`src/sv/apts_pkg.sv`:
```
// package for the aging priority task scheduler
// holds opcodes, sizes and the sequencer state type; no dependencies
`timescale 1ns / 1ps
package apts_pkg;
   localparam int TASKS = 16;
   localparam int IDW = $clog2(TASKS);
   localparam int CNTW = $clog2(TASKS + 1);

   typedef enum logic [1:0] {
      OP_ENABLE = 2'd0,
      OP_RUN    = 2'd1,
      OP_LOAD   = 2'd2,
      OP_QUERY  = 2'd3
   } opcode_type;

   typedef enum logic [3:0] {
      ST_IDLE,
      ST_FIND,
      ST_SHIFT,
      ST_GUARD,
      ST_AGE_START,
      ST_AGE_WAIT,
      ST_AGE_DONE,
      ST_RUN_END,
      ST_LOAD_MUL,
      ST_LOAD_WAIT,
      ST_RESP
   } state_type;

   typedef struct packed {
      logic start;
      logic [63:0] dividend;
      logic [31:0] divisor;
   } div_req_type;

   typedef struct packed {
      logic done;
      logic [63:0] quotient;
   } div_rsp_type;
endpackage

```
`src/sv/apts_divider.sv`:
```
// radix-2 restoring divider, one quotient bit per cycle
// shared by task aging and the load average; uses apts_pkg
`timescale 1ns / 1ps
module apts_divider (
   input  logic                 clock,
   input  logic                 reset,
   input  apts_pkg::div_req_type req,
   output apts_pkg::div_rsp_type rsp
);
   import apts_pkg::*;

   logic        busy_ff, busy_in;
   logic [6:0]  cnt_ff, cnt_in;
   logic [63:0] quo_ff, quo_in;
   logic [31:0] rem_ff, rem_in;
   logic [31:0] dsr_ff, dsr_in;
   logic        done_ff, done_in;
   logic [32:0] trial;

   always_comb begin
      busy_in = busy_ff;
      cnt_in  = cnt_ff;
      quo_in  = quo_ff;
      rem_in  = rem_ff;
      dsr_in  = dsr_ff;
      done_in = 1'b0;
      trial   = {rem_ff, quo_ff[63]};
      if (req.start) begin
         busy_in = 1'b1;
         cnt_in  = 7'd64;
         quo_in  = req.dividend;
         rem_in  = '0;
         dsr_in  = req.divisor;
      end else if (busy_ff) begin
         quo_in = {quo_ff[62:0], 1'b0};
         if (trial >= {1'b0, dsr_ff}) begin
            rem_in    = 32'(trial - {1'b0, dsr_ff});
            quo_in[0] = 1'b1;
         end else begin
            rem_in = trial[31:0];
         end
         cnt_in = cnt_ff - 7'd1;
         if (cnt_ff == 7'd1) begin
            busy_in = 1'b0;
            done_in = 1'b1;
         end
      end
   end

   always_ff @(posedge clock) begin
      if (reset) begin
         busy_ff <= 1'b0;
         done_ff <= 1'b0;
         cnt_ff  <= '0;
      end else begin
         busy_ff <= busy_in;
         done_ff <= done_in;
         cnt_ff  <= cnt_in;
      end
      quo_ff <= quo_in;
      rem_ff <= rem_in;
      dsr_ff <= dsr_in;
   end

   assign rsp.done     = done_ff;
   assign rsp.quotient = quo_ff;
endmodule

```
`src/sv/aging_priority_task_scheduler.sv`:
```
// aging priority task scheduler, top level
// depends on apts_pkg and apts_divider
//
// usage: drive req_* with start high while busy is low; the item is taken
// at that edge and busy rises. exactly one result per item appears on the
// rsp_* ports for one cycle with rsp_valid high, then busy falls.
// opcodes: enable/disable a task, run the scheduler at req_current_time,
// take a load sample, read a task's last delta.
// steps: enable walks the queue one entry a cycle, then shifts the queue in
// the SHIFT state. a run walks the queue for the realtime guard, then ages
// each queued task with one pass of the shared bit-serial divider, skipped
// when the elapsed time is negative. a load sample takes one 64-bit division,
// or none with no samples. a query is answered from the stored deltas.
// one item at a time: busy stays high until the result has been shown.
// the receiver cannot stall; results must be taken when rsp_valid is high.
// csr_we writes realtime_priority; the user must do so only while busy is low,
// which the block does not enforce. reset (synchronous, active high) empties
// the queue, clears the per task run times, dynamic priorities and deltas, the
// load accumulators, and sets realtime_priority to 6.
module aging_priority_task_scheduler (
   input  logic        clock,
   input  logic        reset,
   input  logic        start,
   output logic        busy,
   input  logic [1:0]  req_opcode,
   input  logic [3:0]  req_task_id,
   input  logic        req_enable,
   input  logic [3:0]  req_static_priority,
   input  logic [31:0] req_period,
   input  logic [31:0] req_current_time,
   input  logic        csr_we,
   input  logic [3:0]  csr_wdata,
   output logic        rsp_valid,
   output logic        rsp_accepted,
   output logic        rsp_selected_valid,
   output logic [3:0]  rsp_selected_task,
   output logic [4:0]  rsp_waiting_count,
   output logic [15:0] rsp_load_percent,
   output logic [31:0] rsp_delta_time
);
   import apts_pkg::*;

   state_type state_ff, state_in;

   logic [3:0]      rtp_ff;
   logic [IDW-1:0]  order_ff [TASKS];
   logic [CNTW-1:0] qlen_ff;
   logic [3:0]      prio_ff [TASKS];
   logic [31:0]     per_ff [TASKS];
   logic [31:0]     lrt_ff [TASKS];
   logic [15:0]     dyn_ff [TASKS];
   logic [31:0]     dlt_ff [TASKS];
   logic [31:0]     wtot_ff, scnt_ff;
   logic [15:0]     load_ff;

   // item latches
   logic [1:0]      op_ff;
   logic [3:0]      id_ff;
   logic            en_ff;
   logic [3:0]      sp_ff;
   logic [31:0]     rper_ff, now_ff;

   // sequencer registers
   logic [CNTW-1:0] idx_ff, idx_in;
   logic [CNTW-1:0] pos_ff, pos_in;
   logic            found_ff, found_in;
   logic            ins_ff, ins_in;
   logic [31:0]     guard_ff, guard_in;
   logic            grd_on_ff, grd_on_in;
   logic [15:0]     best_ff;
   logic            sel_v_ff;
   logic [IDW-1:0]  sel_ff;
   logic [CNTW-1:0] wait_ff;
   logic [31:0]     age_ff;
   logic [63:0]     lmul_ff;
   logic            acc_ff;

   div_req_type dreq;
   div_rsp_type drsp;

   apts_divider u_div (.clock(clock), .reset(reset), .req(dreq), .rsp(drsp));

   logic            in_range;
   logic [IDW-1:0]  cur_t;
   logic [31:0]     next_t, gdiff, elapsed, per_eff;
   logic [35:0]     dprod;
   logic [15:0]     dnew, dcur;
   logic            allowed;

   assign in_range = ({28'd0, req_task_id} < 32'(TASKS));
   assign cur_t    = order_ff[idx_ff[IDW-1:0]];
   assign next_t   = lrt_ff[cur_t] + per_ff[cur_t];
   assign gdiff    = now_ff - next_t;
   assign elapsed  = now_ff - lrt_ff[cur_t];
   assign per_eff  = (per_ff[cur_t] == 32'd0) ? 32'd1 : per_ff[cur_t];
   assign dprod    = 36'(prio_ff[cur_t]) * 36'(age_ff) + 36'd1;
   assign dnew     = (dprod > 36'd65535) ? 16'hffff : dprod[15:0];
   assign dcur     = (age_ff != 32'd0) ? dnew : dyn_ff[cur_t];
   assign allowed  = (guard_ff != 32'd0) || (age_ff > 32'd1) ||
                     (prio_ff[cur_t] == rtp_ff);

   // next state
   always_comb begin
      state_in = state_ff;
      unique case (state_ff)
         ST_IDLE: begin
            if (start) begin
               unique case (opcode_type'(req_opcode))
                  OP_ENABLE: state_in = in_range ? ST_FIND : ST_RESP;
                  OP_RUN:    state_in = ST_GUARD;
                  OP_LOAD:   state_in = ST_LOAD_MUL;
                  default:   state_in = ST_RESP;
               endcase
            end
         end
         ST_FIND:      if (idx_ff >= qlen_ff) state_in = ST_SHIFT;
         ST_SHIFT:     state_in = ST_RESP;
         ST_GUARD: begin
            if (idx_ff >= qlen_ff || !grd_on_ff || prio_ff[cur_t] < rtp_ff)
               state_in = ST_AGE_START;
         end
         ST_AGE_START: begin
            // negative elapsed skips the divider: go straight on with age 0
            if (idx_ff >= qlen_ff) state_in = ST_RUN_END;
            else if (elapsed[31]) state_in = ST_AGE_DONE;
            else state_in = ST_AGE_WAIT;
         end
         ST_AGE_WAIT:  if (drsp.done) state_in = ST_AGE_DONE;
         ST_AGE_DONE:  state_in = ST_AGE_START;
         ST_RUN_END:   state_in = ST_IDLE;
         ST_LOAD_MUL:  state_in = (scnt_ff == 32'd0) ? ST_RESP : ST_LOAD_WAIT;
         ST_LOAD_WAIT: if (drsp.done) state_in = ST_RESP;
         ST_RESP:      state_in = ST_IDLE;
         default:      state_in = ST_IDLE;
      endcase
   end

   // sequencer datapath controls
   always_comb begin
      idx_in    = idx_ff;
      pos_in    = pos_ff;
      found_in  = found_ff;
      ins_in    = ins_ff;
      guard_in  = guard_ff;
      grd_on_in = grd_on_ff;
      dreq.start    = 1'b0;
      dreq.dividend = {32'd0, elapsed};
      dreq.divisor  = per_eff;
      unique case (state_ff)
         ST_IDLE: begin
            idx_in    = '0;
            pos_in    = qlen_ff;
            found_in  = 1'b0;
            ins_in    = 1'b0;
            guard_in  = 32'hffffffff;
            grd_on_in = 1'b1;
         end
         ST_FIND: begin
            if (idx_ff < qlen_ff) begin
               if (cur_t == id_ff[IDW-1:0] && !found_in) begin
                  found_in = 1'b1;
                  if (!en_ff) pos_in = idx_ff;
               end
               if (en_ff && !ins_ff && prio_ff[cur_t] < sp_ff) begin
                  ins_in = 1'b1;
                  pos_in = idx_ff;
               end
               idx_in = idx_ff + 1'b1;
            end else begin
               idx_in = qlen_ff;
            end
         end
         ST_GUARD: begin
            if (idx_ff < qlen_ff && grd_on_ff && prio_ff[cur_t] >= rtp_ff) begin
               if (!gdiff[31]) guard_in = 32'd0;
               else if (next_t - now_ff < guard_ff) guard_in = next_t - now_ff;
               idx_in = idx_ff + 1'b1;
            end else begin
               grd_on_in = 1'b0;
               idx_in    = '0;
            end
         end
         ST_AGE_START: begin
            if (idx_ff < qlen_ff && !elapsed[31]) dreq.start = 1'b1;
         end
         ST_AGE_DONE:  idx_in = idx_ff + 1'b1;
         ST_LOAD_MUL: begin
            dreq.dividend = 64'(wtot_ff) * 64'd100;
            dreq.divisor  = scnt_ff;
            dreq.start    = 1'b0;
         end
         default: ;
      endcase
      if (state_ff == ST_LOAD_WAIT && op_ff == OP_LOAD && lmul_ff[63] == 1'b0 &&
          idx_ff == '0) begin
         dreq.dividend = lmul_ff;
         dreq.divisor  = scnt_ff;
         dreq.start    = 1'b1;
         idx_in        = CNTW'(1);
      end
   end

   logic shift_do;
   logic [CNTW-1:0] ins_pos;
   assign ins_pos  = ins_ff ? pos_ff : qlen_ff;
   assign shift_do = (state_ff == ST_SHIFT);

   always_ff @(posedge clock) begin
      if (reset) begin
         state_ff <= ST_IDLE;
         rtp_ff   <= 4'd6;
         qlen_ff  <= '0;
         wtot_ff  <= '0;
         scnt_ff  <= '0;
         load_ff  <= '0;
         for (int i = 0; i < TASKS; i++) begin
            lrt_ff[i] <= '0;
            dyn_ff[i] <= '0;
            dlt_ff[i] <= '0;
         end
         acc_ff    <= 1'b0;
      end else begin
         state_ff <= state_in;
         if (csr_we) rtp_ff <= csr_wdata;
         if (shift_do) begin
            if (en_ff) begin
               if (!found_ff && qlen_ff < CNTW'(TASKS)) begin
                  for (int i = 1; i < TASKS; i++)
                     if (CNTW'(i) > ins_pos && CNTW'(i) <= qlen_ff)
                        order_ff[i] <= order_ff[i-1];
                  order_ff[ins_pos[IDW-1:0]] <= id_ff[IDW-1:0];
                  prio_ff[id_ff[IDW-1:0]] <= sp_ff;
                  per_ff[id_ff[IDW-1:0]]  <= rper_ff;
                  qlen_ff <= qlen_ff + 1'b1;
                  acc_ff  <= 1'b1;
               end else acc_ff <= 1'b0;
            end else begin
               if (found_ff) begin
                  for (int i = 0; i < TASKS - 1; i++)
                     if (CNTW'(i) >= pos_ff && CNTW'(i + 1) < qlen_ff)
                        order_ff[i] <= order_ff[i+1];
                  qlen_ff <= qlen_ff - 1'b1;
                  acc_ff  <= 1'b1;
               end else acc_ff <= 1'b0;
            end
         end else if (state_ff == ST_IDLE) begin
            acc_ff <= 1'b0;
         end
         if (state_ff == ST_AGE_DONE) begin
            if (age_ff != 32'd0) dyn_ff[cur_t] <= dnew;
         end
         if (state_ff == ST_RUN_END) begin
            scnt_ff <= scnt_ff + 32'd1;
            wtot_ff <= wtot_ff + 32'(wait_ff);
            if (sel_v_ff) begin
               dlt_ff[sel_ff] <= now_ff - lrt_ff[sel_ff];
               lrt_ff[sel_ff] <= now_ff;
               dyn_ff[sel_ff] <= '0;
            end
         end
         if (state_ff == ST_LOAD_WAIT && drsp.done) begin
            load_ff <= (drsp.quotient > 64'd65535) ? 16'hffff : drsp.quotient[15:0];
            scnt_ff <= '0;
            wtot_ff <= '0;
         end
      end
      if (state_ff == ST_IDLE && start) begin
         op_ff   <= req_opcode;
         id_ff   <= req_task_id;
         en_ff   <= req_enable;
         sp_ff   <= req_static_priority;
         rper_ff <= req_period;
         now_ff  <= req_current_time;
         best_ff  <= '0;
         sel_v_ff <= 1'b0;
         sel_ff   <= '0;
         wait_ff  <= '0;
      end
      idx_ff    <= idx_in;
      pos_ff    <= pos_in;
      found_ff  <= found_in;
      ins_ff    <= ins_in;
      guard_ff  <= guard_in;
      grd_on_ff <= grd_on_in;
      if (state_ff == ST_AGE_START) age_ff <= '0;
      if (state_ff == ST_AGE_WAIT && drsp.done) age_ff <= drsp.quotient[31:0];
      if (state_ff == ST_AGE_DONE) begin
         if (age_ff != 32'd0) wait_ff <= wait_ff + 1'b1;
         if (dcur > best_ff && allowed) begin
            best_ff  <= dcur;
            sel_ff   <= cur_t;
            sel_v_ff <= 1'b1;
         end
      end
      if (state_ff == ST_LOAD_MUL) lmul_ff <= 64'(wtot_ff) * 64'd100;
   end

   // outputs
   always_comb begin
      busy               = (state_ff != ST_IDLE);
      rsp_valid          = 1'b0;
      rsp_accepted       = 1'b0;
      rsp_selected_valid = 1'b0;
      rsp_selected_task  = '0;
      rsp_waiting_count  = '0;
      rsp_load_percent   = '0;
      rsp_delta_time     = '0;
      if (state_ff == ST_RUN_END) begin
         rsp_valid          = 1'b1;
         rsp_selected_valid = sel_v_ff;
         rsp_selected_task  = sel_v_ff ? 4'(sel_ff) : 4'd0;
         rsp_waiting_count  = 5'(wait_ff);
      end else if (state_ff == ST_RESP) begin
         rsp_valid = 1'b1;
         unique case (opcode_type'(op_ff))
            OP_ENABLE: rsp_accepted = acc_ff;
            OP_LOAD:   rsp_load_percent = load_ff;
            OP_QUERY:  rsp_delta_time = dlt_ff[id_ff[IDW-1:0]];
            default: ;
         endcase
      end
   end

`ifndef SYNTHESIS
   a_len: assert property (@(posedge clock) disable iff (reset)
      qlen_ff <= CNTW'(TASKS)) else $error("queue length over capacity");
   a_one: assert property (@(posedge clock) disable iff (reset)
      rsp_valid |=> !rsp_valid) else $error("two results for one item");
   a_busy: assert property (@(posedge clock) disable iff (reset)
      rsp_valid |-> busy) else $error("result while idle");
`endif
endmodule
```
`config.mk`:
```
export PLATFORM = sky130hd
export DESIGN_NAME = aging_priority_task_scheduler
export DESIGN_NICKNAME = d
export VERILOG_FILES = /design/src/sv/apts_pkg.sv /design/src/sv/apts_divider.sv /design/src/sv/aging_priority_task_scheduler.sv
export SDC_FILE = /design/constraint.sdc
export NUM_CORES = 2
export LEC_CHECK = 0
export BUFFER_PORTS_ARGS = -buffer_cell sky130_fd_sc_hd__buf_2
export CAP_MARGIN = 20
export CELL_PAD_IN_SITES_DETAIL_PLACEMENT = 0
export CELL_PAD_IN_SITES_GLOBAL_PLACEMENT = 1
export CORE_ASPECT_RATIO = 1.75
export CORE_UTILIZATION = 35
export CTS_CLUSTER_DIAMETER = 60
export DETAILED_ROUTE_END_ITERATION = 16
export GPL_TIMING_DRIVEN = 1
export PLACE_DENSITY = 0.68
export SYNTH_ARGS = -nofsm -noshare
export SYNTH_HDL_FRONTEND = slang
export SYNTH_SLANG_ARGS = --single-unit
```
`constraint.sdc`:
```
create_clock -name clock -period 19 [get_ports clock]
set_input_delay 2.85 -clock clock [delete_from_list [all_inputs] [get_ports clock]]
set_output_delay 2.85 -clock clock [all_outputs]
set_load 0.02 [all_outputs]
```
==> Word level (Yosys, flattened, before mapping) <==
Memory sizes are Yosys's and may differ from the RTL's. A register that Yosys moved wholly into a read port is not among the register bits.
Index checks and enable logic that the tools add are counted.
{ "word_totals": {"reg_bits": 446, "ramBits": 1920, "inputBits": 83, "output_inout_bits": 61, "elab_cells": 566, "memories": 6} }
{ "op_classes": {"n_addsub": 14, "n_mul": 2, "n_lt_le_gt_ge": 72, "eq_ne": 31, "muxes": 312, "bitwise_logic": 15, "reduce_logical": 82} }
{ "mem_list": {"columns": ["memory", "words", "word_bits", "read_ports", "rd_ports_with_merged_regs", "write_ports", "line_no", "rtl"], "rows": [
  ["dlt_ff", 16, 32, 1, 1, 16, "aging_priority_task_scheduler.sv:52", "logic [31:0] dlt_ff [TASKS];"],
  ["lrt_ff", 16, 32, 2, 1, 16, "aging_priority_task_scheduler.sv:50", "logic [31:0] lrt_ff [TASKS];"],
  ["per_ff", 16, 32, 1, 0, 1, "aging_priority_task_scheduler.sv:49", "logic [31:0] per_ff [TASKS];"],
  ["dyn_ff", 16, 16, 1, 0, 16, "aging_priority_task_scheduler.sv:51", "logic [15:0] dyn_ff [TASKS];"],
  ["order_ff", 16, 4, 17, 1, 16, "aging_priority_task_scheduler.sv:46", "logic [IDW-1:0] order_ff [TASKS];"],
  ["prio_ff", 16, 4, 1, 0, 1, "aging_priority_task_scheduler.sv:48", "logic [3:0] prio_ff [TASKS];"]
]} }
{ "op_table": {"columns": ["op", "n"], "rows": [
  ["$mux 32", 12],
  ["$mux 1", 225],
  ["$mux 16", 11],
  ["$sub 32x32->32", 5],
  ["$mux 4", 33],
  ["$mux 64", 2],
  ["$mux 97", 1],
  ["$mux 71", 1],
  ["$mux 5", 14],
  ["$gt 64x16->1 const B", 1],
  ["$logic_not 32->1", 2],
  ["$pmux 32 s2", 1],
  ["$reduce_bool 32->1", 2],
  ["$reduce_or 32->1", 2],
  ["$logic_and 1x1->1", 43],
  ["$gt 4x5->1 const A", 8],
  ["$le 4x5->1 const A", 8],
  ["$lt 4x5->1 const A", 8],
  ["$mul 32x5->37 const B", 1],
  ["$add 36x1->36 const B", 1],
  ["$gt 36x16->1 const B", 1],
  ["$mul 4x32->36", 1],
  ["$pmux 4 s9", 1],
  ["$ge 4x5->1 const A", 7],
  ["61 further kinds", 137]
]} }

==> Longest topological paths before layout <==
{ "depth": {"word_depth": 10, "ltp_mapped": 52} }

==> Hierarchy <==
Synthesis repeated with hierarchy kept, for this count alone.
{ "unflattened": {"hier_cells": 11017, "hier_area_um2": 123312.0} }
{ "modules_own_cells": {"columns": ["module", "instances", "cells_per_inst", "area_each_um2", "seq_area_each_um2"], "rows": [
  ["aging_priority_task_scheduler", 1, 10359, 115948.7, 65843.1],
  ["apts_divider", 1, 658, 7363.3, 3703.6]
]} }

==> Least setup slack after synthesis <==
No wires, ideal clock.
{ "synth_timing": {"path_type": "register to register", "from": "register (tool-made name)", "to": "register best_ff[10]", "setup_time_ns": 0.121, "arrival_time_ns": 9.931, "setup_slack_ns": 8.948, "stages_incl_launch_ff": 47, "n_path_buf": 8, "synth_period_minus_slack_ns": 10.052, "path_cell_list": "dfxtp_1 -> buf_2 -> buf_4 -> mux4_2 -> mux2i_1 -> mux2_2 -> buf_2 -> buf_2 -> buf_1 -> nand2_1 -> a311oi_1 -> a31oi_1 -> a21o_1 -> clkbuf_1 -> inv_1 -> nand2_1 -> fa_1 -> inv_1 -> [... 11 more ...] -> nand4_4 -> buf_6 -> nor3_4 -> a21oi_1 -> ha_1 -> nor2b_1 -> o21a_1 -> o21a_1 -> o21a_1 -> o21ai_0 -> nand2b_1 -> a21oi_1 -> nor2b_1 -> o21ai_0 -> nand3_1 -> o211ai_1 -> clkbuf_1 -> mux2_2"} }
{ "synth_lines": {"columns": ["element", "line_no", "rtl"], "rows": [
  ["end signal, assigned", "aging_priority_task_scheduler.sv:290", "best_ff <= dcur;"],
  ["end, declared", "aging_priority_task_scheduler.sv:70", "logic [15:0] best_ff;"]
]} }

==> impl_summary.md <==
STA
The setup slack after layout is 5489 ps. The final number of hold-violating endpoints is 0. The shortest period the worst path allows is 13510 ps.

The total negative slack for setup checks is 0 ps. Derived from the worst setup path, the maximum achievable clock frequency is 74.02 MHz. Setup repair after global routing left no endpoint under its margin.

The ratio of final minimum period to clock period is 71.11%. The final count of pins violating max slew is 0. The largest clock skew in the final design is 115.4 ps.

The tightest slew margin relative to the limit is 13.05%. Setup violations remaining at the end of the flow were counted as 0. For the pin with the worst max-slew slack, the measured transition is 1268 ps.

Clock network
The source-to-sink clock delay at the later pin of the worst-skew pair is 960 ps. The clock tree from TritonCTS is done. For this design, the CTS-stage hold fixing added 0 buffers. The post-cts repair resize count is 0.

The clock tree root buffer cell is sky130_fd_sc_hd__clkbuf_16. The number of buffers created by CTS is 232. After clock tree synthesis, the clock-pin slew on the worst setup and hold paths is 70 ps. The H-tree was split into 4 levels. The setup fix buffers added after clock tree synthesis is 0. The number of buffers between clock root and the deepest sink is 4. The clock sink count is 2374.

GRT
The total grt overflow is 0. The layer carrying the most global-route usage is met2. The met2 routing resource usage after global routing is 42.83%. The global-route usage over all layers is 23.42%. The largest net degree at the start of global routing is 139. The via count of the first global-routing pass is 89210.

The wire length of the first global-routing pass is 609.4 mm. In the global route stage, met3 resource usage came out at 2.822%. The initial antenna violation count came to 19. For this run, global-route usage on met1 was measured as 26.10%.

Finish
Summing all multi-input logic gate instances after layout gives 0.04872 mm². Once layout is complete, the utilization of the core stands at 38.98%. The finished layout cell area is 0.1360 mm². After the last flow step, the layout net total stands at 11580. The number of filler cells placed in the layout is 33730.

In the final layout, the share of cells above drive strength 1 is 10.63%. The post-synthesis to final-layout area growth is 10.86%. The non-filler instance count after layout is 15830. The area used by sequential logic in the layout is 0.06957 mm².

Critical path
The highest net fanout along the worst path is 138. The endpoint required time on the critical path is 19780 ps. The worst setup path is captured at a register. The type of element launching the critical path is a register. For this run, the slowest stage of the critical path takes 980 ps. The most numerous cell type found on the critical path is sky130_fd_sc_hd__o21a_1. The data arrival time of the worst path is 14290 ps. The slowest stage cell on the critical path is sky130_fd_sc_hd__nor3_2.

By startpoint and endpoint, the worst setup path is classified as register to register.

Floorplanning
The total die area is 0.3531 mm². For this configuration, the core starts out at a cell density of 35.16%. The height of the die is 785.3 µm. The die is 449.6 µm wide. The number of top-level pins is 144. The placeable core area is 0.3490 mm². After floorplanning, the core was divided into 287 placement rows.

Synthesis
A synthesized cell averages 11.03 µm². The synthesized netlist occupies a cell area of 0.1227 mm². The number of distinct library cells after synthesis is 97. Sequential cells were found to cover 56.67% of the synthesized design area. The flop and latch count out of synthesis is 2374.

When the netlist entered floorplanning its net count stood at 11710. The Yosys warning count is 0. Counting flops with a built-in enable in the synthesized netlist gives 2200.

Synthesis produced a netlist whose cell count is 11130. The primary flip-flop cell chosen by synthesis mapping is sky130_fd_sc_hd__edfxtp_1. For this run, asynchronously set or reset flops after synthesis account for 0%.

Placed design
The total cell area at the placement stage is 0.1284 mm². The count of port buffers added during placement is 143. Detailed placement finished with a half-perimeter wire length of 276.4 mm. Counting tap cells, the placed design contains a total of 15380 instances. At the placement stage, the worst setup path has a slack of 5664 ps. The congestion estimate from routability-driven global placement came to 0.9201.

Worst hold path
The tightest min-delay check is of the register to register type. The start point of the worst hold path is best_ff[5].

Power and ir drop
In this run the power density over the cells is 164.9 mW/mm². The peak supply drop is 0.0002581 V. In this run the static leakage power is 0.05242 µW.

Drt
The first TritonRoute pass finished after 6 iterations. Dividing the detail-routed wire length by the instance count gives 26.88 µm. The detail route stage leaves a number of antenna-violating nets equal to 0. The routed design has 425.4 mm of wire. The number of DRC markers in iteration 0 is 8400. For this run, design rule violations remaining after detail routing come to 0. The ratio of routed vias to standard cells is 5.595.

The routed layout has 88540 vias.

Run status
The flow ran to the end, and the final reports show no timing, DRC or antenna violations.

Job
The max capacitance violation total is 0.
power by group:
group,internal (µW),total [µW],switching (µW)
logic,3710,11200,7460
registers,6110,6520,403
clock network,2640,4750,2110
cells by family after synthesis:
| logic type | Yosys count | share of synthesized area (%) |
|---|---|---|
| AOI/OAI and AO/OA | 1273 | 6.719 |
| and+or+nand+nor | 4946 | 17.54 |
| adders and majority gates | 498 | 5.646 |
| muxes | 493 | 7.497 |
| buffers and inverters | 1281 | 4.026 |
| xor gates and xnor gates | 266 | 1.905 |
| DFF | 2374 | 56.67 |
synthesized netlist by cell type, drive strengths merged (93+ instances only):
library cell | number | share of area [%]
ha | 405 | 4.1
nor2b | 164 | 0.84
dfxtp | 174 | 2.8
clkbuf | 531 | 1.6
a21oi | 320 | 1.3
nand3 | 698 | 2.8
xor2 | 107 | 0.76
buf | 167 | 0.62
o21ai | 330 | 1.3
mux4 | 338 | 6.2
and3 | 173 | 0.88
a21o | 110 | 0.67
inv | 549 | 1.7
xnor2 | 159 | 1.1
mux2i | 126 | 1.0
nand2 | 1821 | 5.6
fa | 93 | 1.5
nor2 | 1666 | 5.1
edfxtp | 2200 | 54
layout make-up:
| cell class | instances | share of cell area [%] |
|---|---|---|
| Timing Repair Buffer | 329 | 1.595 |
| Tap cell | 4624 | 4.253 |
| Inverter | 583 | 1.613 |
| Multi-Input combinational cell | 7476 | 35.81 |
| Sequential cell | 2374 | 51.14 |
| Antenna cell | 18 | 0.03311 |
| Clock buffer | 278 | 4.431 |
| Clock inverter | 143 | 1.128 |
registers in the layout, indices dropped and copies added (netlist names), 37 cells and up, named ones only:
signal	cells
dlt_ff	512
lrt_ff	512
per_ff	512
dyn_ff	256
order_ff	64
prio_ff	64
u_div.quo_ff	64
lmul_ff	37
layer usage:
| layer | part of all wire [%] | up-vias | wire [µm] |
|---|---|---|---|
| met5 | 0.0089 | - | 38 |
| met4 | 6.3 | 6 | 26970 |
| met3 | 5.9 | 1012 | 25270 |
| met2 | 52 | 3549 | 219900 |
| met1 | 36 | 44750 | 153200 |
| li1 | - | 39220 | - |
cell usage in the layout, fill, tap and decap left out, drive strengths merged, types with 29 or more instances in the layout:
master and n:
a21oi 320, o21a 44, mux2i 126, nand2b 51, clkbuf 279, a211oi 37, nor2b 164, nor3 87
mux2 29, fa 93, nand4 75, o211ai 46, o21bai 37, and2 75, a32oi 31, and3 173
nor4 47, edfxtp 2200, dfxtp 174, mux4 338, a311oi 65, ha 405, clkinv 126, nor2 1666
xor2 107, buf 328, nand2 1821, o21ai 330, nand3 698, xnor2 159, inv 562, a21o 110
a31oi 79
critical path: cells and delay by family, from the launching register on:
kind                     cells  cell delay (ps)
multiplexers                 5             2270
adder cells (fa/ha/maj)      3             1010
AND/OR/NAND/NOR             11             3210
flip-flops                   1              940
AO/OA/AOI/OAI               16             4140
buffers and inverters        3             1280
path summary, 6_finish.rpt:
kind                       to  slack (ps)  cells past startpoint
hold / removal     best_ff[5]         480                      1
setup reg to reg  best_ff[10]        5490                     38
hold reg to reg    best_ff[5]         480                      1
setup / recovery  best_ff[10]        5490                     38
metrics by stage:
step / hold WS (ps) / power [µW]
5_1_grt: 499.9 / 23590
6_report: 481.8 / 22440
2_1_floorplan: 445.4 / 13840
4_1_cts: 482.3 / 22430
3_3_place_gp: 459.4 / 17580
3_5_place_dp: 466.9 / 17680
(Power assumes the default switching activity.)
